<file path="src/hw/rtl/mtf_pkg.sv">
// Package for the markup tag hide filter.
// Byte constants, sequencer states and the per-item step plan.
// No dependencies.
`timescale 1ns / 1ps

package mtf_pkg;

  typedef logic [7:0] byte_t;

  localparam byte_t CH_LT    = 8'h3C;
  localparam byte_t CH_GT    = 8'h3E;
  localparam byte_t CH_W     = 8'h57;
  localparam byte_t CH_G     = 8'h47;
  localparam byte_t CH_H     = 8'h48;
  localparam byte_t CH_SPACE = 8'h20;
  localparam byte_t CH_COMMA = 8'h2C;
  localparam byte_t CH_SEMI  = 8'h3B;
  localparam byte_t CH_DOT   = 8'h2E;
  localparam byte_t CH_QUERY = 8'h3F;
  localparam byte_t CH_BANG  = 8'h21;
  localparam byte_t CH_RPAR  = 8'h29;
  localparam byte_t CH_APOS  = 8'h27;
  localparam byte_t CH_QUOTE = 8'h22;

  typedef enum logic [2:0] {
    ST_IDLE,
    ST_LEAD,
    ST_OPEN,
    ST_BODY,
    ST_CLOSE,
    ST_CHAR,
    ST_TAIL,
    ST_MARK
  } emit_state_t;

  typedef struct packed {
    logic lead;
    logic tag;
    logic chr;
    logic tail;
    logic mark;
  } steps_t;

  typedef struct packed {
    logic   go;
    logic   last;
    steps_t steps;
    byte_t  chr_byte;
  } plan_t;

  function automatic logic drops_space(byte_t b);
    return b == CH_SPACE || b == CH_COMMA || b == CH_SEMI || b == CH_DOT ||
           b == CH_QUERY || b == CH_BANG || b == CH_RPAR || b == CH_APOS ||
           b == CH_QUOTE;
  endfunction

  function automatic emit_state_t first_step(steps_t s);
    emit_state_t st;
    priority if (s.lead) st = ST_LEAD;
    else if (s.tag)      st = ST_OPEN;
    else if (s.chr)      st = ST_CHAR;
    else if (s.tail)     st = ST_TAIL;
    else if (s.mark)     st = ST_MARK;
    else                 st = ST_IDLE;
    return st;
  endfunction

endpackage

</file>
<file path="src/hw/rtl/mtf_in_if.sv">
// Input channel of the markup tag hide filter: valid/ready and one text byte.
// Depends on nothing.
`timescale 1ns / 1ps

interface mtf_in_if;
  logic       valid;
  logic       ready;
  logic [7:0] in_byte;
  logic       text_last;

  modport source (output valid, output in_byte, output text_last, input ready);
  modport sink   (input valid, input in_byte, input text_last, output ready);
endinterface

</file>
<file path="src/hw/rtl/mtf_out_if.sv">
// Output channel of the markup tag hide filter: valid/ready and one result.
// Depends on nothing.
`timescale 1ns / 1ps

interface mtf_out_if;
  logic       valid;
  logic       ready;
  logic [7:0] out_byte;
  logic       has_byte;
  logic       run_last;
  logic       text_end;

  modport source (output valid, output out_byte, output has_byte, output run_last,
                  output text_end, input ready);
  modport sink   (input valid, input out_byte, input has_byte, input run_last,
                  input text_end, output ready);
endinterface

</file>
<file path="src/hw/rtl/mtf_tagbuf.sv">
// Tag buffer memory: one write port, one read port with registered data.
// Depends on nothing.
`timescale 1ns / 1ps

module mtf_tagbuf #(
  parameter int DEPTH = 32,
  parameter int AW    = 5
) (
  input  logic          clk,
  input  logic          wr_en,
  input  logic [AW-1:0] wr_addr,
  input  logic [7:0]    wr_data,
  input  logic [AW-1:0] rd_addr,
  output logic [7:0]    rd_data
);

  logic [7:0] mem [DEPTH];

  always_ff @(posedge clk) begin
    if (wr_en) begin
      mem[wr_addr] <= wr_data;
    end
    rd_data <= mem[rd_addr];
  end

endmodule

</file>
<file path="src/hw/rtl/mtf_parse.sv">
// Input side: accept a byte, track tag and space state, fill the tag buffer
// and hand a step plan to the sequencer. Depends on mtf_pkg and mtf_in_if.
`timescale 1ns / 1ps

module mtf_parse #(
  parameter int TAG_MAX = 32,
  parameter int AW      = 5,
  parameter int LW      = 6
) (
  input  logic             clk,
  input  logic             rst,
  input  logic             cfg_wr_en,
  input  logic             cfg_wr_data,
  input  logic             busy,
  mtf_in_if.sink           text_in,
  output mtf_pkg::plan_t   plan,
  output logic [LW-1:0]    plan_n,
  output logic             wr_en,
  output logic [AW-1:0]    wr_addr,
  output logic [7:0]       wr_data
);

  logic                show_tags;
  logic                inside_tag, inside_tag_next;
  logic [LW-1:0]       tag_length, tag_length_next;
  logic                space_held, space_held_next;
  logic                just_removed, just_removed_next;
  mtf_pkg::byte_t      first0, first1;
  logic                accept;
  logic                held_eff;
  logic                hide_kind;
  mtf_pkg::byte_t      b;

  assign text_in.ready = !busy;
  assign accept        = text_in.valid && !busy;
  assign b             = text_in.in_byte;
  assign wr_addr       = tag_length[AW-1:0];
  assign wr_data       = b;
  assign plan_n        = tag_length;

  assign hide_kind = tag_length >= LW'(2) && first0 == mtf_pkg::CH_W &&
                     (first1 == mtf_pkg::CH_G || first1 == mtf_pkg::CH_H);

  always_comb begin
    held_eff          = space_held && !(just_removed && mtf_pkg::drops_space(b));
    inside_tag_next   = inside_tag;
    tag_length_next   = tag_length;
    space_held_next   = held_eff;
    just_removed_next = 1'b0;
    wr_en             = 1'b0;
    plan              = '0;
    plan.go           = accept;
    plan.last         = text_in.text_last;
    plan.chr_byte     = b;
    priority if (b == mtf_pkg::CH_LT) begin
      inside_tag_next = 1'b1;
      tag_length_next = '0;
    end else if (b == mtf_pkg::CH_GT) begin
      inside_tag_next = 1'b0;
      if (hide_kind && !show_tags) begin
        just_removed_next = 1'b1;
      end else begin
        plan.steps.lead = held_eff;
        plan.steps.tag  = 1'b1;
        space_held_next = 1'b0;
      end
    end else if (inside_tag) begin
      if (tag_length < LW'(TAG_MAX)) begin
        wr_en           = accept;
        tag_length_next = tag_length + LW'(1);
      end
    end else begin
      plan.steps.lead = held_eff;
      if (b == mtf_pkg::CH_SPACE) begin
        space_held_next = 1'b1;
      end else begin
        plan.steps.chr  = 1'b1;
        space_held_next = 1'b0;
      end
    end
    if (text_in.text_last) begin
      plan.steps.tail   = space_held_next;
      plan.steps.mark   = !(plan.steps.lead || plan.steps.tag || plan.steps.chr ||
                            space_held_next);
      inside_tag_next   = 1'b0;
      tag_length_next   = '0;
      space_held_next   = 1'b0;
      just_removed_next = 1'b0;
    end
  end

  always_ff @(posedge clk) begin
    if (rst) begin
      show_tags    <= 1'b1;
      inside_tag   <= 1'b0;
      tag_length   <= '0;
      space_held   <= 1'b0;
      just_removed <= 1'b0;
    end else begin
      if (cfg_wr_en) begin
        show_tags <= cfg_wr_data;
      end
      if (accept) begin
        inside_tag   <= inside_tag_next;
        tag_length   <= tag_length_next;
        space_held   <= space_held_next;
        just_removed <= just_removed_next;
      end
    end
  end

  always_ff @(posedge clk) begin
    if (wr_en && tag_length == '0) begin
      first0 <= b;
    end
    if (wr_en && tag_length == LW'(1)) begin
      first1 <= b;
    end
  end

endmodule

</file>
<file path="src/hw/rtl/mtf_emit.sv">
// Result sequencer: steps through held space, tag replay, text byte and end
// marker, one result per cycle into the output register while the output slot is free.
// Depends on mtf_pkg and mtf_out_if.
`timescale 1ns / 1ps

module mtf_emit #(
  parameter int AW      = 5,
  parameter int LW      = 6
) (
  input  logic             clk,
  input  logic             rst,
  input  mtf_pkg::plan_t   plan,
  input  logic [LW-1:0]    plan_n,
  output logic             busy,
  output logic [AW-1:0]    rd_addr,
  input  logic [7:0]       rd_data,
  mtf_out_if.source        text_out
);

  mtf_pkg::emit_state_t state, state_next;
  mtf_pkg::steps_t      pend, pend_next;
  logic [AW-1:0]        idx, idx_next;
  logic [LW-1:0]        tag_n;
  mtf_pkg::byte_t       chr_byte;
  logic                 last_item;
  logic                 slot_free;
  logic                 fire;
  mtf_pkg::byte_t       res_byte;
  logic                 res_has;
  logic                 res_run;
  logic                 out_valid;
  mtf_pkg::byte_t       out_byte;
  logic                 out_has;
  logic                 out_run;
  logic                 out_end;

  assign busy               = state != mtf_pkg::ST_IDLE;
  assign rd_addr            = idx_next;
  assign slot_free          = !out_valid || text_out.ready;
  assign text_out.valid     = out_valid;
  assign text_out.out_byte  = out_byte;
  assign text_out.has_byte  = out_has;
  assign text_out.run_last  = out_run;
  assign text_out.text_end  = out_end;

  always_ff @(posedge clk) begin
    if (rst) begin
      state <= mtf_pkg::ST_IDLE;
      pend  <= '0;
      idx   <= '0;
    end else begin
      state <= state_next;
      pend  <= pend_next;
      idx   <= idx_next;
    end
  end

  always_comb begin
    state_next = state;
    pend_next  = pend;
    idx_next   = idx;
    fire       = 1'b0;
    res_byte   = '0;
    res_has    = 1'b1;
    unique case (state)
      mtf_pkg::ST_IDLE: begin
        if (plan.go) begin
          pend_next  = plan.steps;
          state_next = mtf_pkg::first_step(plan.steps);
        end
      end
      mtf_pkg::ST_LEAD: begin
        res_byte = mtf_pkg::CH_SPACE;
        if (slot_free) begin
          fire           = 1'b1;
          pend_next.lead = 1'b0;
          state_next     = mtf_pkg::first_step(pend_next);
        end
      end
      mtf_pkg::ST_OPEN: begin
        res_byte = mtf_pkg::CH_LT;
        idx_next = '0;
        if (slot_free) begin
          fire       = 1'b1;
          state_next = (tag_n != '0) ? mtf_pkg::ST_BODY : mtf_pkg::ST_CLOSE;
        end
      end
      mtf_pkg::ST_BODY: begin
        res_byte = rd_data;
        if (slot_free) begin
          fire = 1'b1;
          if (LW'(idx) + LW'(1) == tag_n) begin
            state_next = mtf_pkg::ST_CLOSE;
          end else begin
            idx_next = idx + AW'(1);
          end
        end
      end
      mtf_pkg::ST_CLOSE: begin
        res_byte = mtf_pkg::CH_GT;
        if (slot_free) begin
          fire          = 1'b1;
          pend_next.tag = 1'b0;
          state_next    = mtf_pkg::first_step(pend_next);
        end
      end
      mtf_pkg::ST_CHAR: begin
        res_byte = chr_byte;
        if (slot_free) begin
          fire          = 1'b1;
          pend_next.chr = 1'b0;
          state_next    = mtf_pkg::first_step(pend_next);
        end
      end
      mtf_pkg::ST_TAIL: begin
        res_byte = mtf_pkg::CH_SPACE;
        if (slot_free) begin
          fire           = 1'b1;
          pend_next.tail = 1'b0;
          state_next     = mtf_pkg::first_step(pend_next);
        end
      end
      mtf_pkg::ST_MARK: begin
        res_has = 1'b0;
        if (slot_free) begin
          fire           = 1'b1;
          pend_next.mark = 1'b0;
          state_next     = mtf_pkg::first_step(pend_next);
        end
      end
    endcase
    res_run = mtf_pkg::first_step(pend_next) == mtf_pkg::ST_IDLE;
  end

  // hold the item's payload for the whole sequence
  always_ff @(posedge clk) begin
    if (plan.go && state == mtf_pkg::ST_IDLE) begin
      chr_byte  <= plan.chr_byte;
      tag_n     <= plan_n;
      last_item <= plan.last;
    end
  end

  always_ff @(posedge clk) begin
    if (rst) begin
      out_valid <= 1'b0;
    end else if (fire) begin
      out_valid <= 1'b1;
    end else if (text_out.ready) begin
      out_valid <= 1'b0;
    end
  end

  always_ff @(posedge clk) begin
    if (fire) begin
      out_byte <= res_byte;
      out_has  <= res_has;
      out_run  <= res_run;
      out_end  <= res_run && last_item;
    end
  end

`ifndef SYNTHESIS
  a_go_only_idle: assert property (@(posedge clk) disable iff (rst)
    plan.go |-> state == mtf_pkg::ST_IDLE)
    else $error("plan issued while sequencer busy");

  a_body_in_range: assert property (@(posedge clk) disable iff (rst)
    state == mtf_pkg::ST_BODY |-> LW'(idx) < tag_n)
    else $error("tag replay index beyond tag length");

  a_end_is_run_last: assert property (@(posedge clk) disable iff (rst)
    out_valid && out_end |-> out_run)
    else $error("text end without run end");

  a_marker_zero: assert property (@(posedge clk) disable iff (rst)
    out_valid && !out_has |-> out_byte == '0 && out_run && out_end)
    else $error("malformed end marker");

  a_fire_slot: assert property (@(posedge clk) disable iff (rst)
    fire |-> slot_free && state != mtf_pkg::ST_IDLE)
    else $error("result written over an untaken result");
`endif

endmodule

</file>
<file path="src/hw/rtl/markup_tag_hide_filter.sv">
// Markup tag hide filter top level. An accepted byte's plan is registered in the
// sequencer state; its first result then goes into the output register. The
// sequencer emits one result per cycle while the output is taken, and keeps the
// input not ready until a byte's results are written (a kept tag of n bytes:
// n+2 results, plus one per held space); a byte with no result leaves it ready.
// Synchronous reset clears tag, space and sequencer state and sets show_tags.
`timescale 1ns / 1ps

module markup_tag_hide_filter #(
  parameter int TAG_MAX = 32
) (
  input  logic      clk,
  input  logic      rst,
  input  logic      cfg_wr_en,
  input  logic      cfg_wr_data,
  mtf_in_if.sink    text_in,
  mtf_out_if.source text_out
);

  localparam int AW = (TAG_MAX > 1) ? $clog2(TAG_MAX) : 1;
  localparam int LW = $clog2(TAG_MAX + 1);

  mtf_pkg::plan_t plan;
  logic [LW-1:0]  plan_n;
  logic           busy;
  logic           wr_en;
  logic [AW-1:0]  wr_addr;
  logic [7:0]     wr_data;
  logic [AW-1:0]  rd_addr;
  logic [7:0]     rd_data;

  mtf_parse #(.TAG_MAX(TAG_MAX), .AW(AW), .LW(LW)) u_parse (
    .clk         (clk),
    .rst         (rst),
    .cfg_wr_en   (cfg_wr_en),
    .cfg_wr_data (cfg_wr_data),
    .busy        (busy),
    .text_in     (text_in),
    .plan        (plan),
    .plan_n      (plan_n),
    .wr_en       (wr_en),
    .wr_addr     (wr_addr),
    .wr_data     (wr_data)
  );

  mtf_tagbuf #(.DEPTH(TAG_MAX), .AW(AW)) u_tagbuf (
    .clk     (clk),
    .wr_en   (wr_en),
    .wr_addr (wr_addr),
    .wr_data (wr_data),
    .rd_addr (rd_addr),
    .rd_data (rd_data)
  );

  mtf_emit #(.AW(AW), .LW(LW)) u_emit (
    .clk      (clk),
    .rst      (rst),
    .plan     (plan),
    .plan_n   (plan_n),
    .busy     (busy),
    .rd_addr  (rd_addr),
    .rd_data  (rd_data),
    .text_out (text_out)
  );

endmodule

</file>
<file path="src/flat_wrapper.sv">
// flat-port wrapper written by rule: the top's interface ports become plain ports
module markup_tag_hide_filter_flat 
#(
  parameter int TAG_MAX = 32
)
  (clk, rst, cfg_wr_en, cfg_wr_data, text_in_valid, text_in_in_byte, text_in_text_last, text_in_ready, text_out_valid, text_out_out_byte, text_out_has_byte, text_out_run_last, text_out_text_end, text_out_ready);
  mtf_in_if text_in_i ();
  mtf_out_if text_out_i ();
  input  logic clk;
  input  logic rst;
  input  logic cfg_wr_en;
  input  logic cfg_wr_data;
  input wire logic [$bits(text_in_i.valid)-1:0] text_in_valid;
  input wire logic [$bits(text_in_i.in_byte)-1:0] text_in_in_byte;
  input wire logic [$bits(text_in_i.text_last)-1:0] text_in_text_last;
  output wire logic [$bits(text_in_i.ready)-1:0] text_in_ready;
  output wire logic [$bits(text_out_i.valid)-1:0] text_out_valid;
  output wire logic [$bits(text_out_i.out_byte)-1:0] text_out_out_byte;
  output wire logic [$bits(text_out_i.has_byte)-1:0] text_out_has_byte;
  output wire logic [$bits(text_out_i.run_last)-1:0] text_out_run_last;
  output wire logic [$bits(text_out_i.text_end)-1:0] text_out_text_end;
  input wire logic [$bits(text_out_i.ready)-1:0] text_out_ready;
  assign text_in_i.valid = text_in_valid;
  assign text_in_i.in_byte = text_in_in_byte;
  assign text_in_i.text_last = text_in_text_last;
  assign text_in_ready = text_in_i.ready;
  assign text_out_valid = text_out_i.valid;
  assign text_out_out_byte = text_out_i.out_byte;
  assign text_out_has_byte = text_out_i.has_byte;
  assign text_out_run_last = text_out_i.run_last;
  assign text_out_text_end = text_out_i.text_end;
  assign text_out_i.ready = text_out_ready;
  markup_tag_hide_filter #(.TAG_MAX(TAG_MAX)) u_core (.clk(clk), .rst(rst), .cfg_wr_en(cfg_wr_en), .cfg_wr_data(cfg_wr_data), .text_in(text_in_i), .text_out(text_out_i));
endmodule
</file>
<file path="config.mk">
export PLATFORM = sky130hd
export DESIGN_NAME = markup_tag_hide_filter_flat
export DESIGN_NICKNAME = d
export VERILOG_FILES = /design/src/hw/rtl/mtf_pkg.sv /design/src/hw/rtl/mtf_in_if.sv /design/src/hw/rtl/mtf_out_if.sv /design/src/hw/rtl/mtf_tagbuf.sv /design/src/hw/rtl/mtf_parse.sv /design/src/hw/rtl/mtf_emit.sv /design/src/hw/rtl/markup_tag_hide_filter.sv /design/src/flat_wrapper.sv
export SDC_FILE = /design/constraint.sdc
export NUM_CORES = 1
export LEC_CHECK = 0
export ABC_AREA = 1
export BUFFER_PORTS_ARGS = -buffer_cell sky130_fd_sc_hd__buf_2
export CAP_MARGIN = 20
export CORE_MARGIN = 2
export CORE_UTILIZATION = 36
export CTS_CLUSTER_DIAMETER = 30
export DETAILED_ROUTE_END_ITERATION = 7
export SETUP_SLACK_MARGIN = 0.1
export SLEW_MARGIN = 20
export SYNTH_ARGS = -nofsm -noshare
export SYNTH_HDL_FRONTEND = slang
export SYNTH_SLANG_ARGS = --single-unit
</file>
<file path="constraint.sdc">
create_clock -name clk -period 6.9 [get_ports clk]
set_clock_uncertainty 0.15 [all_clocks]
set_input_delay 0.69 -clock clk [delete_from_list [all_inputs] [get_ports clk]]
set_output_delay 0.69 -clock clk [all_outputs]
set_load 0.005 [all_outputs]
</file>
==> results.sh, run 1 <==
export IMPL_status="complete, no violations"
export IMPL_grtUsageTotal=0.1763
export IMPL_fp_dieH_um=206.6
export IMPL_synth_seq_area_share=0.6488
export IMPL_setup_viol=0
export IMPL_post_cts_buffers=0
export IMPL_worstSkewPairLatency_ns=0.57
export IMPL_io_pins=28
export IMPL_core_um2=40650
export IMPL_synthArstFlopShare=0
export IMPL_crit_path_max_fanout=100
export IMPL_clock_root_buffer="clkbuf_16"
export IMPL_tns_ns=0
export IMPL_routedWlPerCell_um=18.26
export IMPL_grt_pass1_wl_um=57650
export IMPL_synthesis_nets=1454
export IMPL_p_leak_nw=6.883
export IMPL_ys_types=40
export IMPL_ys_ff_latch=330
export IMPL_htree_num_levels=2
export IMPL_syn_inst=1434
export IMPL_grt_overflow=0
export IMPL_slew_headroom=0.2753
export IMPL_seq_area_um2=9589
export IMPL_synthFlopType="edfxtp_1"
export IMPL_initialDrtViolationCount=946
export IMPL_numClockSinks=330
export IMPL_nets=1488
export IMPL_wl_um=37470
export IMPL_postSynthAreaPerCell_um2=10.31
export IMPL_drv_cap=0
export IMPL_fin_util=0.4300
export IMPL_place_gp_congestion=0.8554
export IMPL_netlist_area_um2=14780
export IMPL_max_clock_path_buffers=3
export IMPL_via_per_inst=5.077
export IMPL_synth_edf_count=298
export IMPL_grt_max_degree=101
export IMPL_fin_crit_sh=0.6187
export IMPL_endpoint_kind="flip-flop"
export IMPL_tightest_slew_ns=1.083
export IMPL_cts_made_buffers=60
export IMPL_n_antenna_cell=0
export IMPL_first_global_vias=10090
export IMPL_hpwl_um=21440
export IMPL_drtPass1Iterations=5
export IMPL_drc=0
export IMPL_start_util=0.3636
export IMPL_nFillCells=3805
export IMPL_path_clk_slew_ns=0.05
export IMPL_rsz0062_at_grt="false"
export IMPL_hold_path_class="in -> reg"
export IMPL_arrival_ns=4.64
export IMPL_drive_gt1_frac=0.1053
export IMPL_num_vias=10420
export IMPL_p_per_area_nw_per_um2=354.9
export IMPL_ant_nets=0
export IMPL_layout_common_cells="nand2_1, edfxtp_1, nand3_1"
export IMPL_ctsHoldBuffers=0
export IMPL_cts_tree="yes"
export IMPL_max_freq_mhz=234.2
export IMPL_std_cell_rows=74
export IMPL_post_cts_resized=0
export IMPL_maxSlewViolCount=0
export IMPL_hold_violations=0
export IMPL_antenna_found_initial=0
export IMPL_finalCriticalPeriod_ns=4.269
export IMPL_die_area_um2=42690
export IMPL_area_delta_synth_final_pct=18.26
export IMPL_io_buffers=27
export IMPL_die_w_um=206.6
export IMPL_mostFrequentLayoutCell="nand2_1"
export IMPL_required_ns=7.27
export IMPL_startpoint_type="flip-flop"
export IMPL_irDropWorstVdd_uv=178.7
export IMPL_multiInputGateArea_um2=4163
export IMPL_yosys_warnings=0
export IMPL_crit_type="reg -> reg"
==> worst max-delay path: stages, from the launching register on <==
cell and delay, ns:
dfxtp_1 0.51, ha_1 0.26, nand3_1 0.15, xor2_1 0.19
nand2_1 0.07, nand2_1 0.08, nand3_2 0.12, nand3_4 0.59
nand2_8 0.84, buf_4 0.44, nand2_1 0.09, nand2_1 0.07
nand2_1 0.05, nand3_1 0.12, nand3_1 0.10, nand2_1 0.15
nand2_1 0.08, nand2_1 0.08
==> final timing paths <==
path / startpoint / end / slack [ns] / cells past startpoint
setup / recovery: u_core.u_emit.idx[0] / u_core.u_tagbuf.rd_data[5] / 2.63 / 17
hold / removal: cfg_wr_en / u_core.u_parse.show_tags / 0.17 / 2
setup reg to reg: u_core.u_emit.idx[0] / u_core.u_tagbuf.rd_data[5] / 2.63 / 17
hold reg to reg: u_core.u_parse.just_removed / u_core.u_parse.just_removed / 0.31 / 2
==> cell families after synthesis <==
logic type                 Yosys count  share of synthesized area
buffers and inverters              239                    0.07145
and+or+nand+nor                    791                     0.2453
adders and majority gates            5                   0.004233
AOI/OAI and AO/OA                   67                    0.02895
DFF                                330                     0.6488
xor gates and xnor gates             2                   0.001185
==> Yosys cell counts (6+ instances only) <==
master    number  area, µm²
inv_1        165      619.3
nand2_1      339       1272
nor2_1        85      319.1
nand3_1      277       1386
a21oi_1       20      100.1
nand3b_1      56      420.4
nor3_1         8      40.04
buf_4         19      142.6
edfxtp_1     298       8949
o21ai_0       25      125.1
inv_2          6      22.52
dfxtp_1       32      640.6
buf_2         40      200.2
==> routing by layer <==
layer  GRT usage  up-vias  routed length (µm)
met1      0.2359     5026               16180
met4     0.04694        0                 691
met3     0.03626       60                2590
met5           0        -                   0
met2      0.2922      358               18010
li1            -     4975                   -
==> per-stage QoR <==
step | power [mW] | hold slack, ns | cells | setup WS (ns) | cell area, µm²
floorplan | 2.858 | 0.2805 | 1434 | 3.979 | 14780
global placement | 3.088 | 0.3061 | 1938 | 2.351 | 15280
detailed placement | 3.091 | 0.3104 | 1938 | 2.307 | 15280
CTS | 6.233 | 0.1522 | 2052 | 2.317 | 17470
global route | 6.430 | 0.1952 | 2052 | 2.295 | 17480
finish | 6.204 | 0.1732 | 2052 | 2.631 | 17480
==> final cells by class <==
class                           count  area share
Clock buffer                       73     0.09170
Inverter                          173     0.03715
Tap cell                          532     0.03808
Timing Repair Buffer               38     0.01246
Multi-Input combinational cell    865      0.2382
Clock inverter                     41     0.03379
Sequential cell                   330      0.5486
==> where the power goes <==
part           leakage [nW]  internal [mW]  switching, mW
Sequential             2.95           2.29         0.0479
Clock                  1.06           2.17          0.984
Combinational          2.87          0.206          0.515
==> flip-flops by register name (all words and copies together) (netlist names), 3 cells and up <==
signal / cells
u_core.u_emit.idx: 5
u_core.u_emit.tag_n: 6
u_core.u_emit.pend: 5
u_core.u_emit.text_out.out_byte: 8
u_core.u_parse.first1: 8
u_core.u_tagbuf.rd_data: 8
u_core.u_emit.chr_byte: 8
u_core.u_parse.first0: 8
u_core.u_emit.state: 3
u_core.u_parse.plan_n: 6
u_core.u_tagbuf.mem: 256
No activity file was read; power rests on OpenSTA's default activity.
==> run 2, diff against run 1 <==
==> constraint.sdc (replaced) <==
create_clock -name clk -period 4 [get_ports clk]
set_clock_uncertainty 0.15 [all_clocks]
set_input_delay 0.4 -clock clk [delete_from_list [all_inputs] [get_ports clk]]
set_output_delay 0.4 -clock clk [all_outputs]
set_load 0.005 [all_outputs]
==> results.sh, run 2 (same netlist as run 1, synthesis figures left out) <==
export IMPL_status="finished with violations"
export IMPL_violations="design-rule violations"
export IMPL_antenna_found_initial=0
export IMPL_clock_root_buffer="clkbuf_16"
export IMPL_worstSkewPairLatency_ns=0.56
export IMPL_drc=1
export IMPL_rsz0062_at_grt="false"
export IMPL_hold_path_class="in -> reg"
export IMPL_cts_made_buffers=66
export IMPL_start_util=0.3636
export IMPL_grt_overflow=0
export IMPL_finalCriticalPeriod_ns=3.490
export IMPL_switching_share=0.2573
export IMPL_via_per_inst=5.137
export IMPL_htree_num_levels=3
export IMPL_required_ns=4.31
export IMPL_p_leak_nw=7.043
export IMPL_std_cell_rows=74
export IMPL_mostFrequentLayoutCell="nand2_1"
export IMPL_nets=1509
export IMPL_cts_tree="yes"
export IMPL_p_sw_mw=2.817
export IMPL_numClockSinks=330
export IMPL_crit_type="reg -> reg"
export IMPL_post_cts_resized=0
export IMPL_fin_crit_sh=0.8725
export IMPL_die_area_um2=42690
export IMPL_p_per_area_nw_per_um2=615.6
export IMPL_grt_max_degree=129
export IMPL_grtUsageTotal=0.1825
export IMPL_startpoint_type="flip-flop"
export IMPL_irDropWorstVdd_uv=320.3
export IMPL_maxSlewViolCount=0
export IMPL_power_frac_clock=0.514
export IMPL_drtPass1Iterations=8
export IMPL_largest_reg_flops=256
export IMPL_die_w_um=206.6
export IMPL_regMostFlops="u_core.u_tagbuf.mem"
export IMPL_layout_common_cells="nand2_1, edfxtp_1, nand3_1"
export IMPL_slew_headroom=0.3897
export IMPL_max_clock_path_buffers=3
export IMPL_hold_violations=0
export IMPL_dp_cells=1950
export IMPL_place_gp_congestion=0.8425
export IMPL_num_vias=10650
export IMPL_power_frac_comb=0.118
export IMPL_io_pins=28
export IMPL_drive_gt1_frac=0.1180
export IMPL_area_delta_synth_final_pct=20.34
export IMPL_final_cells=2074
export IMPL_n_antenna_cell=0
export IMPL_ant_nets=0
export IMPL_arrival_ns=3.80
export IMPL_post_dp_cell_area_um2=15430
export IMPL_routedWlPerCell_um=18.65
export IMPL_tightest_slew_ns=0.9120
export IMPL_drv_cap=0
export IMPL_initialDrtViolationCount=1063
export IMPL_fin_util=0.4376
export IMPL_seqPwrFrac=0.368
export IMPL_wl_um=38680
export IMPL_fp_dieH_um=206.6
export IMPL_setup_viol=0
export IMPL_p_int_mw=8.132
export IMPL_grt_pass1_wl_um=58350
export IMPL_io_buffers=27
export IMPL_hpwl_um=23270
export IMPL_max_freq_mhz=286.5
export IMPL_path_clk_slew_ns=0.05
export IMPL_core_um2=40650
export IMPL_tns_ns=0
export IMPL_finalInstanceArea_um2=17790
export IMPL_endpoint_kind="flip-flop"
export IMPL_crit_path_max_fanout=64
export IMPL_first_global_vias=10400
[run 2: cell types whose count changed in the layout (fill, tap and decap cells not counted), sizes merged]
cell         change
buf             +12
inv              +9
bufinv           -5
clkbuf           +4
dlygate4sd3      +3
clkinv           -1
[run 2: what timing repair did]
action                    CTS  global route
hold buffers                3             0
hold endpoints to repair    2             0
setup buffers               0             0
[run 2: worst max-delay path, cell delays in order (launching register included)]
cell,delay [ns]
dfxtp_1,0.51
ha_1,0.33
nand2_1,0.08
nand2_1,0.04
nor2_1,0.10
nand3_1,0.09
nor2_2,0.13
nand3_2,0.15
nand2_2,0.15
nand3_1,0.10
nand2_2,0.10
buf_4,0.61
nand3_1,0.14
nand3_1,0.16
nand3_1,0.14
nand2_1,0.18
nand2_1,0.07
nand2_1,0.14
[run 2: metal layers]
layer  wire length (µm)  vias up  track usage
met3               2693       84      0.03956
met2              18460      400       0.3024
li1                   -     5030            -
met4               1374        0      0.08265
met5                  0        -            0
met1              16160     5140       0.2293
[run 2: through the flow]
stage,hold slack [ns],worst slack (ns),power [mW]
6_report,0.07567,0.5102,10.95
5_1_grt,0.07059,0.2733,11.36
4_1_cts,0.06724,0.5803,11.03
3_5_place_dp,0.2968,0.6035,5.378
3_3_place_gp,0.2924,0.6312,5.366
2_1_floorplan,0.2805,1.079,4.930
[run 2: path summary, 6_finish.rpt]
path / from / endpoint / slack [ns] / depth (start not counted)
max reg2reg: u_core.u_emit.idx[0] / u_core.u_tagbuf.rd_data[0] / 0.51 / 17
min reg2reg: u_core.u_parse.plan_n[5] / u_core.u_emit.tag_n[5] / 0.31 / 0
min: rst / u_core.u_emit.idx[0] / 0.08 / 2
max: u_core.u_emit.idx[0] / u_core.u_tagbuf.rd_data[0] / 0.51 / 17
[run 2: power by group through the flow]
stage / Sequential [mW] / Clock (mW) / Combinational [mW]
2_1_floorplan: 4.06 / 0 / 0.873
3_3_place_gp: 4.09 / 0 / 1.28
3_5_place_dp: 4.09 / 0 / 1.29
4_1_cts: 4.03 / 5.70 / 1.30
5_1_grt: 4.04 / 5.88 / 1.45
6_report: 4.03 / 5.63 / 1.30
[run 2: layout make-up]
cell class,instances,area [µm²]
Tap cell,532,665.6
Fill cell,3730,22860
Inverter,173,649.4
Clock inverter,44,541.8
Sequential cell,330,9589
Clock buffer,77,1785
Multi-Input combinational cell,865,4154
Timing Repair Buffer,53,400.4
==> run 3, diff against run 2 <==
--- a/config.mk
+++ b/config.mk
@@ -8,7 +8,6 @@
 export ABC_AREA = 1
 export BUFFER_PORTS_ARGS = -buffer_cell sky130_fd_sc_hd__buf_2
 export CAP_MARGIN = 20
-export CORE_MARGIN = 2
 export CORE_UTILIZATION = 36
 export CTS_CLUSTER_DIAMETER = 30
 export DETAILED_ROUTE_END_ITERATION = 7
==> constraint.sdc (replaced) <==
create_clock -name clk -period 4 [get_ports clk]
set_clock_uncertainty 0.15 [all_clocks]
set_input_delay 1 -clock clk [delete_from_list [all_inputs] [get_ports clk]]
set_output_delay 1 -clock clk [all_outputs]
set_load 0.005 [all_outputs]
==> results.sh, run 3 (same netlist as run 1, synthesis figures left out) <==
export IMPL_grt_overflow=0
export IMPL_crit_buf_inv=2
export IMPL_tns_ns=0
export IMPL_finalInstanceArea_um2=17870
export IMPL_path_clk_slew_ns=0.05
export IMPL_die_area_um2=41870
export IMPL_fp_dieH_um=204.6
export IMPL_path_cells="ha_1, nand3_1, xor2_1, nand2_1, nand2_1, nand3_2, nand2_2, nand2_4, buf_4, buf_4, nand3b_1, nand3_1, nand3_1, nand3_1, nand2_1, nand2_1, nand2_1"
export IMPL_min_from="u_core.u_parse.space_held"
export IMPL_hold_slack_ns=0.3101
export IMPL_place_gp_congestion=0.8631
export IMPL_drv_cap=0
export IMPL_nFillCells=3717
export IMPL_p_leak_nw=7.101
export IMPL_fin_ws_ns=0.4940
export IMPL_seq_area_um2=9589
export IMPL_routedWlPerCell_um=18.70
export IMPL_grt_pass1_wl_um=59610
export IMPL_startpoint="u_core.u_emit.idx[0]"
export IMPL_irDropWorstVdd_uv=274.0
export IMPL_initialDrtViolationCount=951
export IMPL_setup_viol=0
export IMPL_hpwl_um=23760
export IMPL_num_vias=10570
export IMPL_cpLargestDelayFamily="simple AND/OR/NAND/NOR gates"
export IMPL_htree_num_levels=3
export IMPL_clock_root_buffer="clkbuf_16"
export IMPL_maxSlewViolCount=0
export IMPL_rsz0062_at_grt="false"
export IMPL_cp_common_cell="nand2_1"
export IMPL_required_ns=4.25
export IMPL_via_per_inst=5.091
export IMPL_tightest_slew_ns=1.014
export IMPL_io_pins=28
export IMPL_numClockSinks=330
export IMPL_die_w_um=204.6
export IMPL_hold_path_class="reg -> reg"
export IMPL_hold_violations=0
export IMPL_post_dp_cell_area_um2=15530
export IMPL_drtPass1Iterations=6
export IMPL_drive_gt1_frac=0.1251
export IMPL_grt_max_degree=71
export IMPL_layout_common_cells="nand2_1, edfxtp_1, nand3_1"
export IMPL_grtUsageTotal=0.1876
export IMPL_worstSkewPairLatency_ns=0.57
export IMPL_crit_slowest_cell="dfxtp_1"
export IMPL_max_clock_path_buffers=3
export IMPL_startpoint_type="flip-flop"
export IMPL_n_antenna_cell=0
export IMPL_nets=1519
export IMPL_post_cts_resized=0
export IMPL_arrival_ns=3.76
export IMPL_slowest_delay_ns=0.52
export IMPL_slew_headroom=0.3214
export IMPL_cts_made_buffers=67
export IMPL_antenna_found_initial=1
export IMPL_place_ws_ns=0.3237
export IMPL_r2r_start="u_core.u_emit.idx[0]"
export IMPL_first_global_vias=10270
export IMPL_mostFrequentLayoutCell="nand2_1"
export IMPL_fin_util=0.4456
export IMPL_std_cell_rows=73
export IMPL_io_buffers=27
export IMPL_crit_type="reg -> reg"
export IMPL_max_freq_mhz=285.2
export IMPL_p_per_area_nw_per_um2=617.5
export IMPL_regMostFlops="u_core.u_tagbuf.mem"
export IMPL_endpoint_kind="flip-flop"
export IMPL_core_um2=40100
export IMPL_multiInputGateArea_um2=4154
export IMPL_ctsHoldBuffers=0
export IMPL_cts_tree="yes"
export IMPL_status="complete, no violations"
export IMPL_finalCriticalPeriod_ns=3.506
export IMPL_fin_crit_sh=0.8765
export IMPL_area_delta_synth_final_pct=20.89
export IMPL_largest_reg_flops=256
export IMPL_drc=0
export IMPL_start_util=0.3686
export IMPL_post_cts_buffers=0
export IMPL_crit_path_max_fanout=26
export IMPL_ant_nets=0
export IMPL_wl_um=38830
run 3: tightest hold or removal path, cell delays in order (launching register included):
cell	delay [ns]
dfxtp_1	0.30
nand2_1	0.06
a21oi_1	0.05
run 3: where the power goes:
group | switching, mW | total [mW] | internal (mW)
logic | 0.924 | 1.32 | 0.393
registers | 0.0698 | 4.01 | 3.94
clock network | 1.84 | 5.70 | 3.86
total | 2.84 | 11.0 | 8.20
run 3: layout make-up:
class,instances,share of cell area
sequential,330,0.5367
multi-input combinational,865,0.2325
clock buffer,78,0.09965
tap,525,0.03676
inverter,173,0.03634
clock inverter,43,0.03088
timing repair buffer,62,0.02717
run 3: final timing paths:
kind              slack (ns)  cells after the start                         end
hold / removal          0.31                      2   u_core.u_parse.space_held
setup reg to reg        0.49                     17  u_core.u_tagbuf.rd_data[3]
hold reg to reg         0.31                      2   u_core.u_parse.space_held
setup / recovery        0.49                     17  u_core.u_tagbuf.rd_data[3]
run 3: through the flow:
step | std cells | power (mW)
6_report | 2076 | 11.03
5_1_grt | 2076 | 11.42
4_1_cts | 2076 | 11.10
3_5_place_dp | 1955 | 5.394
3_3_place_gp | 1955 | 5.392
2_1_floorplan | 1434 | 4.930
run 3: per-layer routing:
metal,vias to the layer above,routed length (µm),track usage
met1,5037,16470,0.2485
met4,0,1304,0.08129
met5,-,0,0
met2,404,18240,0.2996
met3,83,2822,0.03516
li1,5045,-,-
